<file path="config.mk">
export PLATFORM = sky130hd
export DESIGN_NAME = rbd_scan
export DESIGN_NICKNAME = d
export VERILOG_FILES = /design/src/sv/rbd_pkg.sv /design/src/sv/rbd_scan.sv
export SDC_FILE = /design/constraint.sdc
export NUM_CORES = 1
export LEC_CHECK = 0
export ABC_AREA = 1
export BUFFER_PORTS_ARGS = -buffer_cell sky130_fd_sc_hd__buf_2
export CAP_MARGIN = 15
export CORE_UTILIZATION = 31
export DETAILED_ROUTE_END_ITERATION = 10
export PLACE_DENSITY = 0.5
export SLEW_MARGIN = 20
export SYNTH_ARGS = -nofsm -noshare
export SYNTH_HDL_FRONTEND = slang
export SYNTH_SLANG_ARGS = --single-unit
export TNS_END_PERCENT = 30
</file>
<file path="constraint.sdc">
create_clock -name clk -period 2.1 [get_ports clk]
set_input_delay 0.21 -clock clk [delete_from_list [all_inputs] [get_ports clk]]
set_output_delay 0.21 -clock clk [all_outputs]
set_load 0.02 [all_outputs]
</file>
<file path="src/sv/rbd_pkg.sv">
// Shared constants, register codes and types for the 2x2 RGBA box downsampler.
`timescale 1ns / 1ps

package rbd_pkg;

    // Default and fixed image limits
    localparam int MAX_WIDTH_DEF = 4096;
    localparam int MAX_HEIGHT    = 4096;

    // Field widths
    localparam int CH_W   = 8;              // one color channel
    localparam int PAIR_W = CH_W + 1;       // sum of two channel bytes
    localparam int QUAD_W = CH_W + 2;       // sum of four channel bytes
    localparam int NUM_CH = 4;
    localparam int LINE_W = NUM_CH * PAIR_W; // one line store entry
    localparam int DIM_W  = 13;             // config register width
    localparam int ROW_W  = 12;             // row counter, rows < MAX_HEIGHT
    localparam int IDX_W  = 1;              // config register index

    // Config register indexes
    localparam logic [IDX_W-1:0] REG_SRC_WIDTH  = 1'b0;
    localparam logic [IDX_W-1:0] REG_SRC_HEIGHT = 1'b1;

    // What the scan position says about the pixel being accepted
    typedef struct packed {
        logic take_left;   // even column inside the active area: hold pixel
        logic write_pair;  // odd column, even row: store pair sums
        logic emit;        // odd column, odd row: produce an output pixel
        logic last;        // this output pixel closes the reduced image
    } rbd_step_t;

endpackage

</file>
<file path="src/sv/rbd_scan.sv">
// Config registers and raster scan counters; decode what each pixel does.
`timescale 1ns / 1ps

module rbd_scan #(
    parameter int MAX_WIDTH = rbd_pkg::MAX_WIDTH_DEF,
    parameter int COL_W     = 12,
    parameter int CW        = 13,
    parameter int AW        = 11
) (
    input  logic                        clk,
    input  logic                        rst_n,
    input  logic                        cfg_write,
    input  logic [rbd_pkg::IDX_W-1:0]   cfg_index,
    input  logic [rbd_pkg::DIM_W-1:0]   cfg_data,
    input  logic                        advance,
    output rbd_pkg::rbd_step_t          step,
    output logic [AW-1:0]               slot
);

    localparam int DW    = (CW > rbd_pkg::DIM_W) ? CW : rbd_pkg::DIM_W;
    localparam int W_RST = (MAX_WIDTH < 4096) ? MAX_WIDTH : 4096;
    localparam int HW    = rbd_pkg::DIM_W;

    logic [CW-1:0]               width_reg;
    logic [HW-1:0]               height_reg;
    logic [COL_W-1:0]            col_reg;
    logic [rbd_pkg::ROW_W-1:0]   row_reg;

    logic [DW-1:0]               wr_val;
    logic [CW-1:0]               width_clamped;
    logic [HW-1:0]               height_clamped;
    logic [CW-1:0]               width_even;
    logic [HW-1:0]               height_even;
    logic [CW-1:0]               col_inc;
    logic [HW-1:0]               row_inc;
    logic                        active;
    logic [COL_W-1:0]            col_next;
    logic [rbd_pkg::ROW_W-1:0]   row_next;

    // Clamp widths to [2, MAX_WIDTH] and heights to [2, MAX_HEIGHT] at write
    always_comb
    begin
        wr_val = DW'(cfg_data);
        if (wr_val < DW'(2))
        begin
            width_clamped = CW'(2);
        end
        else if (wr_val > DW'(MAX_WIDTH))
        begin
            width_clamped = CW'(MAX_WIDTH);
        end
        else
        begin
            width_clamped = CW'(wr_val);
        end

        if (cfg_data < HW'(2))
        begin
            height_clamped = HW'(2);
        end
        else if (cfg_data > HW'(rbd_pkg::MAX_HEIGHT))
        begin
            height_clamped = HW'(rbd_pkg::MAX_HEIGHT);
        end
        else
        begin
            height_clamped = cfg_data;
        end
    end

    assign width_even  = {width_reg[CW-1:1], 1'b0};
    assign height_even = {height_reg[HW-1:1], 1'b0};
    assign col_inc     = CW'(col_reg) + CW'(1);
    assign row_inc     = HW'(row_reg) + HW'(1);
    assign active      = (CW'(col_reg) < width_even) && (HW'(row_reg) < height_even);

    always_comb
    begin
        step.take_left  = active && !col_reg[0];
        step.write_pair = active && col_reg[0] && !row_reg[0];
        step.emit       = active && col_reg[0] && row_reg[0];
        step.last       = (col_inc == width_even) && (row_inc == height_even);
    end

    assign slot = AW'(col_reg >> 1);

    // Advance the raster position, wrapping at row and frame end
    always_comb
    begin
        col_next = col_reg;
        row_next = row_reg;
        if (col_inc >= width_reg)
        begin
            col_next = '0;
            if (row_inc >= height_reg)
            begin
                row_next = '0;
            end
            else
            begin
                row_next = rbd_pkg::ROW_W'(row_inc);
            end
        end
        else
        begin
            col_next = COL_W'(col_inc);
        end
    end

    always_ff @(posedge clk or negedge rst_n)
    begin
        if (!rst_n)
        begin
            width_reg  <= CW'(W_RST);
            height_reg <= HW'(rbd_pkg::MAX_HEIGHT);
            col_reg    <= '0;
            row_reg    <= '0;
        end
        else if (cfg_write)
        begin
            unique case (cfg_index)
                rbd_pkg::REG_SRC_WIDTH:  width_reg  <= width_clamped;
                rbd_pkg::REG_SRC_HEIGHT: height_reg <= height_clamped;
                default:                 width_reg  <= width_reg;
            endcase
            // Any write restarts the frame
            col_reg <= '0;
            row_reg <= '0;
        end
        else if (advance)
        begin
            col_reg <= col_next;
            row_reg <= row_next;
        end
    end

endmodule

</file>
==> metrics.txt, run 1 <==
gr usage total 0.185; final-layout fill cell count around 1.3k; CP Data Required Time between 1.5 and 2 ns; status finished with violations; Post-Synth XOR/XNOR Area 0.0241; hold path cells 3; worst-case reg-to-reg path depth 17; clock-pin slew on the worst setup and hold paths ~0.07 ns; final WL between 10 and 15 mm; Finish-stage setup viols 28; drt wl/cell around 14 µm; Routability Congestion ~0.84; Layout Nets 740; Core Footprint about 13000 µm²; mapped cell area approximately 4000 µm²; synth unique cells 33; layout cells sized above 1 0.343; final worst slack -0.656 ns; Worst-Skew Late Latency roughly 0.30 ns; H-Tree Depth 2; violated checks setup timing; power per cell area roughly 580 nW/µm²; maximum clock path buffer count 2; Die Y 115 µm; Slew HR 0.487; Overflow after GRT 0; row count 41; crit path max fanout 4; Die Wd roughly 120 µm; post-DP HPWL 8.61 mm; syn nets approximately 630; vias in the first global route 3797; Clock Skews between 0.008 and 0.009 ns; RSZ-0062 raised after global routing true; Final Hold Viols 0; # DRC 0; Synth Register Bits 50; initial core utilization 0.318; fmax 363 MHz; Tcrit/Tclk final 1.31; Post-Synth Adder-Cell Area 0.157; Die ar. 13300 µm²; largest net degree at the start of global routing a little over 50; CTS tree yes; VDD IR max ~0.3 mV; Hold Path Class input port to register; compound-cell area share of the yosys netlist 0.0856; pre-CTS setup slack -0.554 ns; Synth Area in Simple Gates 0.305; clock root buffer clkbuf_16; Seq/Total Area, Yosys 0.314; clk sinks 50; num ports 33; largest family of logic cells by synthesized area simple AND/OR/NAND/NOR gates; startpoint type of the worst setup path register; vias 3968; initial antenna violation count 0; post-route ant nets 0; first-pass GRT wire length 19.0 mm; IO buf count 32; Leakage just under 3 nW; via/cell ratio between 4 and 5; Slew Viols, Final 0; Num CTS Buffers 5; hold slack 0.178 ns; Syn Area/Cell ~7 µm²; Min Clock Period, post-route ~2.8 ns; kind of critical path register to output port; Syn-to-layout area delta 41.9%; 1st-pass router iterations 4; Tightest Pin Transition 0.769 ns; multiplexer share of the synthesized area 0; diode count 0; Max-cap violations 0; 1st-iter DRT viols between 150 and 200; CP arrival ~2.6 ns; Cells after Synth between 500 and 600; Worst Setup End Kind output port; YS warnings 0
## cells in the final DEF (no fill, tap or decap), types with 3 or more instances in the layout
cell	instances
clkbuf_16	6
nor3_2	3
dfrtp_1	44
xor2_2	3
dfrtp_2	4
inv_1	76
nand2_1	147
nor2_4	8
nand3_2	7
o21ai_0	26
buf_2	28
buf_12	3
nor2_2	7
ha_1	38
buf_4	82
inv_2	5
o22ai_2	4
nand2_4	3
nor2_1	43
a21oi_2	4
nand4_1	9
o21ai_1	6
nand3_1	25
nand2_2	21
o21ai_2	8
ha_4	10
xor2_1	6
a21oi_1	14
buf_6	7
## worst max-delay path, stage by stage (launching register included)
cell and delay (ns):
dfrtp_2 0.40, buf_6 0.13, nand3_4 0.09, nor2_4 0.20, nand3_2 0.09, xor2_1 0.19, inv_2 0.07, ha_4 0.27
nand2_1 0.08, nor2_4 0.13, inv_2 0.07, nor4_4 0.34, buf_4 0.20
## synth_stat cells (all sizes together)
library cell	instances	area, µm²
nand2	172	658
inv	81	304
nor2	58	245
ha	50	626
dfrtp	48	1200
o21ai	40	200
nand3	34	175
a21oi	18	93.8
buf	18	139
nand4	10	77.6
xor2	10	87.6
nor3	6	35.0
clkbuf	4	15.0
o22ai	4	25.0
a21o	2	15.0
dfstp	2	52.6
nor4	2	12.5
and2	1	6.26
o21bai	1	7.51
or2	1	6.26
xnor2	1	8.76
## where the power goes
part | total (mW) | internal (mW) | switching [mW] | leakage [nW]
clock network | 0.951 | 0.559 | 0.392 | 0.0836
logic | 1.20 | 0.500 | 0.700 | 2.15
registers | 1.12 | 1.05 | 0.0690 | 0.660
total | 3.27 | 2.11 | 1.16 | 2.89
## timing repair
action	4_1_cts	5_1_grt
hold endpoints to repair	48	0
hold buffers	1	0
buffers inserted	19	8
pin swaps	14	33
gates resized for setup	51	55
cloned	2	1
endpoints found under the setup margin	28	28
## path summary, 6_finish.rpt
check,startpoint,endpoint,slack [ns]
setup / recovery,col_reg[0],step[0],-0.66
min in group asynchronous,rst_n,row_reg[3],0.43
max in group asynchronous,rst_n,height_reg[12],1.36
hold reg to reg,height_reg[10],height_reg[10],0.48
setup reg to reg,col_reg[0],row_reg[1],-0.59
hold / removal,cfg_data[12],width_reg[12],0.18
## final cells by class
class / instances / area (µm²) / share of cell area
Clock buffer: 5 / 125 / 0.0221
Timing Repair Buffer: 123 / 957 / 0.169
Inverter: 81 / 304 / 0.0537
Multi-Input combinational cell: 411 / 2760 / 0.488
Tap cell: 172 / 215 / 0.0380
Clock inverter: 3 / 40.0 / 0.00707
Sequential cell: 50 / 1260 / 0.222
## metrics by stage
step / cells / area, µm² / utilization / power [mW] / setup TNS [ns]
3_5_place_dp: 807 / 4730 / 0.376 / 2.09 / -12.44
6_report: 845 / 5660 / 0.451 / 3.27 / -13.74
3_3_place_gp: 807 / 4730 / 0.376 / 2.07 / -12.50
5_1_grt: 845 / 5660 / 0.451 / 3.47 / -17.51
2_1_floorplan: 563 / 4020 / - / 1.74 / -2.59
4_1_cts: 837 / 5300 / 0.422 / 3.17 / -15.21
## routing by layer
layer,vias to the layer above,global-route usage,routed length [µm]
met1,1885,0.265,5900
li1,2008,-,-
met5,-,0,0
met2,67,0.291,5590
met4,0,0.0554,146
met3,8,0.0246,396
## cells by family after synthesis
kind of cell,count (synthesis)
and+or+nand+nor,284
buffers and inverters,103
xor gates and xnor gates,11
adders and majority gates,50
DFF,50
AOI/OAI and AO/OA,65
Note: power is estimated with default switching activity, not from simulation.
==> run 2, diff against run 1 <==
- BUFFER_PORTS_ARGS: -buffer_cell sky130_fd_sc_hd__buf_2 -> not set
- CTS_CLUSTER_SIZE: not set -> 30
- DONT_BUFFER_PORTS: not set -> 1
- PLACE_DENSITY: 0.5 -> 0.47
- SETUP_SLACK_MARGIN: not set -> 0.2
==> run 2 against run 1 <==
The run still ends with setup timing left; critical endpoint unchanged; cell count down 2.6%; power down 3.7%; die area stayed put; worst setup slack better by 0.030 ns.
==> metrics.txt, run 2 (synthesis gave the netlist of run 1 again) <==
Worst-Skew Late Latency 0.30 ns (about the same); Final Hold Viols 0 (unchanged); Layout Nets 718 (was 740); diode count 0 (unchanged); DP Cell Count 788 (was 807); pre-CTS setup slack -0.591 ns (was -0.554 ns); H-Tree Depth 2 (unchanged); status finished with violations (unchanged); IO buf count 0 (was 32); RSZ-0062 raised after global routing true (unchanged); fmax 367 MHz (was 363 MHz); # DRC 0 (unchanged); vias 3794 (was 3968); Min Clock Period, post-route 2.73 ns (was 2.76 ns); row count 41 (unchanged); Sw Ratio 0.361 (was 0.355); drt wl/cell 14.1 µm (was 14.2 µm); Die ar. 13300 µm² (unchanged); Slew HR 0.511 (was 0.487); final WL 11.6 mm (was 12.0 mm); Int Pwr 2.01 mW (was 2.11 mW); CTS tree yes (unchanged); Slew Viols, Final 0 (unchanged); commonest cells after routing, fill and taps aside nand2_1 (151), buf_4 (91), inv_1 (76) (was nand2_1 (147), buf_4 (82), inv_1 (76)); num ports 33 (unchanged); clock root buffer clkbuf_16 (unchanged); most common cell after layout, fill and taps aside nand2_1 (unchanged); startpoint type of the worst setup path register (unchanged); violated checks setup timing (unchanged); via/cell ratio 4.61 (was 4.70); 1st-pass router iterations 4 (unchanged); initial antenna violation count 0 (unchanged); kind of critical path register to output port (unchanged); Die Wd 115 µm (unchanged); Syn-to-layout area delta 36.6% (was 41.9%); Max-cap violations 0 (unchanged); first-pass GRT wire length 18.5 mm (was 19.0 mm); final-layout fill cell count 1267 (was 1265); post-route ant nets 0 (unchanged); gr usage total 0.182 (was 0.185); Leakage 2.77 nW (was 2.89 nW); Tcrit/Tclk final 1.30 (was 1.31); VDD IR max 0.291 mV (was 0.306 mV); Combinational Power Share 0.385 (was 0.367); setup TNS -12.21 ns (was -13.74 ns); Post-DP Area 4650 µm² (was 4730 µm²); power per cell area 578 nW/µm² (was 577 nW/µm²); Clock Skews 0.0125 ns (was 0.00873 ns); Routability Congestion 0.817 (was 0.842); Tightest Pin Transition 0.732 ns (was 0.769 ns); Core Footprint 12600 µm² (unchanged); crit path max fanout 4 (unchanged); clk sinks 50 (unchanged); Switching Power 1.14 mW (was 1.16 mW); Hold Path Class input port to register (unchanged); CP Data Required Time 1.89 ns (about the same); post-DP HPWL 8.65 mm (was 8.61 mm); Overflow after GRT 0 (unchanged); maximum clock path buffer count 2 (unchanged); fin area 5450 µm² (was 5660 µm²); sequential power share 0.353 (was 0.342); 1st-iter DRT viols 177 (was 196); post-route insts no fill 823 (was 845); CP arrival 2.52 ns (was 2.55 ns); largest net degree at the start of global routing 51 (unchanged); vias in the first global route 3593 (was 3797); Finish-stage setup viols 28 (unchanged); layout cells sized above 1 0.301 (was 0.343); final worst slack -0.627 ns (was -0.656 ns); initial core utilization 0.318 (unchanged); Die Y 115 µm (unchanged); Clk pwr share 0.261 (was 0.291); clock-pin slew on the worst setup and hold paths 0.08 ns (was 0.07 ns); Num CTS Buffers 5 (unchanged); Worst Setup End Kind output port (unchanged)
## run 2: worst max-delay path, cell delays in order (launching register included)
cell,delay [ns]
dfrtp_2,0.43
buf_4,0.15
ha_4,0.16
nand2_4,0.06
nor2_4,0.04
buf_4,0.14
xor2_2,0.15
ha_1,0.31
nand2_2,0.07
buf_4,0.14
nor2_4,0.07
nand4_1,0.14
nor4_4,0.17
buf_4,0.19
## run 2: power groups by stage
stage,sequential (mW),combinational (mW),clock (mW)
floorplan,1.12,0.620,0
global placement,1.12,0.925,0
detailed placement,1.13,0.937,0
CTS,1.11,1.11,0.857
global route,1.12,1.36,0.894
finish,1.11,1.21,0.822
## run 2: layer usage
layer	GRT usage	vias to the layer above	wire length [µm]
li1	-	1960	-
met4	0.0390	0	92
met2	0.286	66	5210
met5	0	-	0
met3	0.0256	5	459
met1	0.263	1763	5840
## run 2: final cells by class
cell class                 instances  area [µm²]  share of cell area
clock buffer                       6         129              0.0236
clock inverter                     2        15.0             0.00275
inverter                          81         304              0.0558
multi-input combinational        411        2680               0.491
sequential                        50        1260               0.230
tap                              172         215              0.0395
timing repair buffer             101         856               0.157
## run 2: worst paths after layout
path	from	to	slack, ns	cells after the start
min in group asynchronous	rst_n	col_reg[2]	0.44	2
max reg2reg	col_reg[0]	row_reg[7]	-0.52	18
min reg2reg	height_reg[9]	height_reg[9]	0.49	2
min	cfg_data[12]	width_reg[12]	0.03	2
max in group asynchronous	rst_n	height_reg[12]	1.36	2
max	col_reg[0]	step[0]	-0.63	13
## run 2: repair_timing
| action | 4_1_cts | 5_1_grt |
|---|---|---|
| hold buffers | 2 | 0 |
| pin swaps | 15 | 20 |
| setup endpoints to repair | 28 | 28 |
| resized for setup | 33 | 48 |
| gates cloned | 1 | 2 |
| setup buffers | 12 | 10 |
| endpoints found under the hold margin | 50 | 0 |
## run 2: per-stage QoR
step	util	power [mW]	hold WS, ns
6_report	0.434	3.15	0.0317
5_1_grt	0.434	3.38	0.0317
4_1_cts	0.408	3.08	0.0285
3_5_place_dp	0.370	2.07	-0.0836
3_3_place_gp	0.370	2.05	-0.0835
2_1_floorplan	-	1.74	-0.0856
==> run 3, diff against run 2 <==
- CORE_UTILIZATION: 31 -> 49
- PLACE_DENSITY: 0.47 -> 0.67
- SLEW_MARGIN: 20 -> not set
==> run 3 against run 2 <==
The run ends with hold timing, setup timing left; worst hold slack got worse by 0.038 ns; highest routed layer unchanged; sequential cell count did not move; combinational power fell by 7%; largest power group is now sequential cells.
==> metrics.txt, run 3 (synthesis gave the netlist of run 1 again) <==
fin area 5210 µm² (was 5450 µm²); initial core utilization 0.511 (was 0.318); Hold Path Class input port to register (unchanged); Min Clock Period, post-route 2.73 ns (about the same); CP arrival 2.52 ns (about the same); status finished with violations (unchanged); CP max stage cell dfrtp_1 (was dfrtp_2); num ports 33 (unchanged); startpoint type of the worst setup path register (unchanged); Routability Congestion 0.890 (was 0.817); Worst-Skew Late Latency 0.33 ns (was 0.30 ns); clk sinks 50 (unchanged); vias 3894 (was 3794); Syn-to-layout area delta 30.6% (was 36.6%); Tightest Pin Transition 0.671 ns (was 0.732 ns); final-layout fill cell count 637 (was 1267); VDD IR max 0.332 mV (was 0.291 mV); initial antenna violation count 0 (unchanged); delay of the slowest critical-path stage 0.43 ns (about the same); R2R Setup Slk -0.43 ns (was -0.52 ns); clock root buffer clkbuf_8 (was clkbuf_16); CP Data Required Time 1.89 ns (about the same); Slew HR 0.552 (was 0.511); crit-path cells ha_2, nand2_2, nor2_4, nand2_2, xor2_2, ha_1, nand2_1, inv_2, buf_4, nand3_2, nor4_4, buf_4 (was buf_4, ha_4, nand2_4, nor2_4, buf_4, xor2_2, ha_1, nand2_2, buf_4, nor2_4, nand4_1, nor4_4, buf_4); Post-DP Area 4510 µm² (was 4650 µm²); Slew Viols, Final 0 (unchanged); # DRC 0 (unchanged); Tcrit/Tclk final 1.30 (about the same); vias in the first global route 3777 (was 3593); Num CTS Buffers 5 (unchanged); Leakage 2.64 nW (was 2.77 nW); RSZ-0062 raised after global routing true (unchanged); via/cell ratio 5.28 (was 4.61); largest net degree at the start of global routing 51 (unchanged); final WL 11.0 mm (was 11.6 mm); diode count 0 (unchanged); H-Tree Depth 2 (unchanged); 1st-iter DRT viols 257 (was 177); post-route ant nets 0 (unchanged); Die ar. 8510 µm² (was 13300 µm²); Max-cap violations 0 (unchanged); layout cells sized above 1 0.280 (was 0.301); Finish-stage setup viols 28 (unchanged); final worst slack -0.635 ns (was -0.627 ns); most common cell after layout, fill and taps aside nand2_1 (unchanged); DP Cell Count 709 (was 788); crit path max fanout 4 (unchanged); first-pass GRT wire length 18.0 mm (was 18.5 mm); Overflow after GRT 0 (unchanged); power per cell area 554 nW/µm² (was 578 nW/µm²); Core Footprint 7810 µm² (was 12600 µm²); hold slack -0.00619 ns (was 0.0317 ns); IO buf count 0 (unchanged); Clock Skews 0.00817 ns (was 0.0125 ns); maximum clock path buffer count 2 (unchanged); post-DP HPWL 7.89 mm (was 8.65 mm); drt wl/cell 15.0 µm (was 14.1 µm); gr usage total 0.271 (was 0.182); Die Y 92.3 µm (was 115 µm); total power 2.89 mW (was 3.15 mW); kind of critical path register to output port (unchanged); row count 32 (was 41); Die Wd 92.3 µm (was 115 µm); post-route insts no fill 738 (was 823); Layout Nets 703 (was 718); Final Hold Viols 1 (was 0); CTS tree yes (unchanged); violated checks hold timing, setup timing (was setup timing); clock-pin slew on the worst setup and hold paths 0.11 ns (was 0.08 ns); commonest cells after routing, fill and taps aside nand2_1 (155), inv_1 (76), buf_4 (76) (was nand2_1 (151), buf_4 (91), inv_1 (76)); 1st-pass router iterations 6 (was 4); fmax 366 MHz (was 367 MHz); Worst Setup End Kind output port (unchanged)
run 3: area by class of cell:
class | instances | area, µm² | share of cell area
repair buffers | 86 | 716 | 0.137
flip-flops and latches | 50 | 1260 | 0.241
multi-input cells | 411 | 2710 | 0.520
well taps | 102 | 128 | 0.0245
inverters | 81 | 304 | 0.0583
clock buffers | 5 | 68.8 | 0.0132
clock inverters | 3 | 28.8 | 0.00552
run 3: repair_timing:
action                                  in CTS  in global routing
hold buffers                                 2                  0
gates cloned                                 1                  0
gates resized for setup                     37                 44
pin swaps                                   20                 18
endpoints found under the setup margin      28                 28
endpoints found under the hold margin       50                  0
setup buffers                               13                  5
run 3: critical path: cells and delay by family (launching register included):
kind	cells	cell delay [ns]
and+or+nand+nor	6	0.70
adders and majority gates	2	0.55
DFF	1	0.43
buffers and inverters	3	0.36
xor gates and xnor gates	1	0.17
run 3: power by group:
group / internal [mW] / switching [mW] / total (mW) / leakage, nW
logic: 0.475 / 0.644 / 1.12 / 1.93
clock network: 0.248 / 0.401 / 0.650 / 0.0502
registers: 1.05 / 0.0695 / 1.12 / 0.660
total: 1.77 / 1.12 / 2.89 / 2.64
run 3: final timing paths:
path	endpoint	startpoint	cells past startpoint
setup reg to reg	row_reg[8]	col_reg[1]	16
hold reg to reg	height_reg[6]	height_reg[6]	2
hold / removal	width_reg[12]	cfg_data[12]	2
setup / recovery	step[0]	col_reg[1]	12
max in group asynchronous	height_reg[12]	rst_n	2
min in group asynchronous	col_reg[1]	rst_n	2
run 3: stage by stage:
stage	TNS [ns]	worst slack [ns]	util
6_report	-10.53	-0.635	0.668
4_1_cts	-13.70	-0.685	0.635
3_3_place_gp	-9.62	-0.450	0.578
3_5_place_dp	-9.99	-0.473	0.578
2_1_floorplan	-2.59	-0.152	-
5_1_grt	-14.78	-0.762	0.668
run 3: layer usage:
metal	wire [µm]	vias to the layer above	global-route usage
met5	0	-	0
met4	121	0	0.0755
met3	643	12	0.0299
met2	5210	124	0.438
met1	5070	1835	0.384
li1	-	1923	-
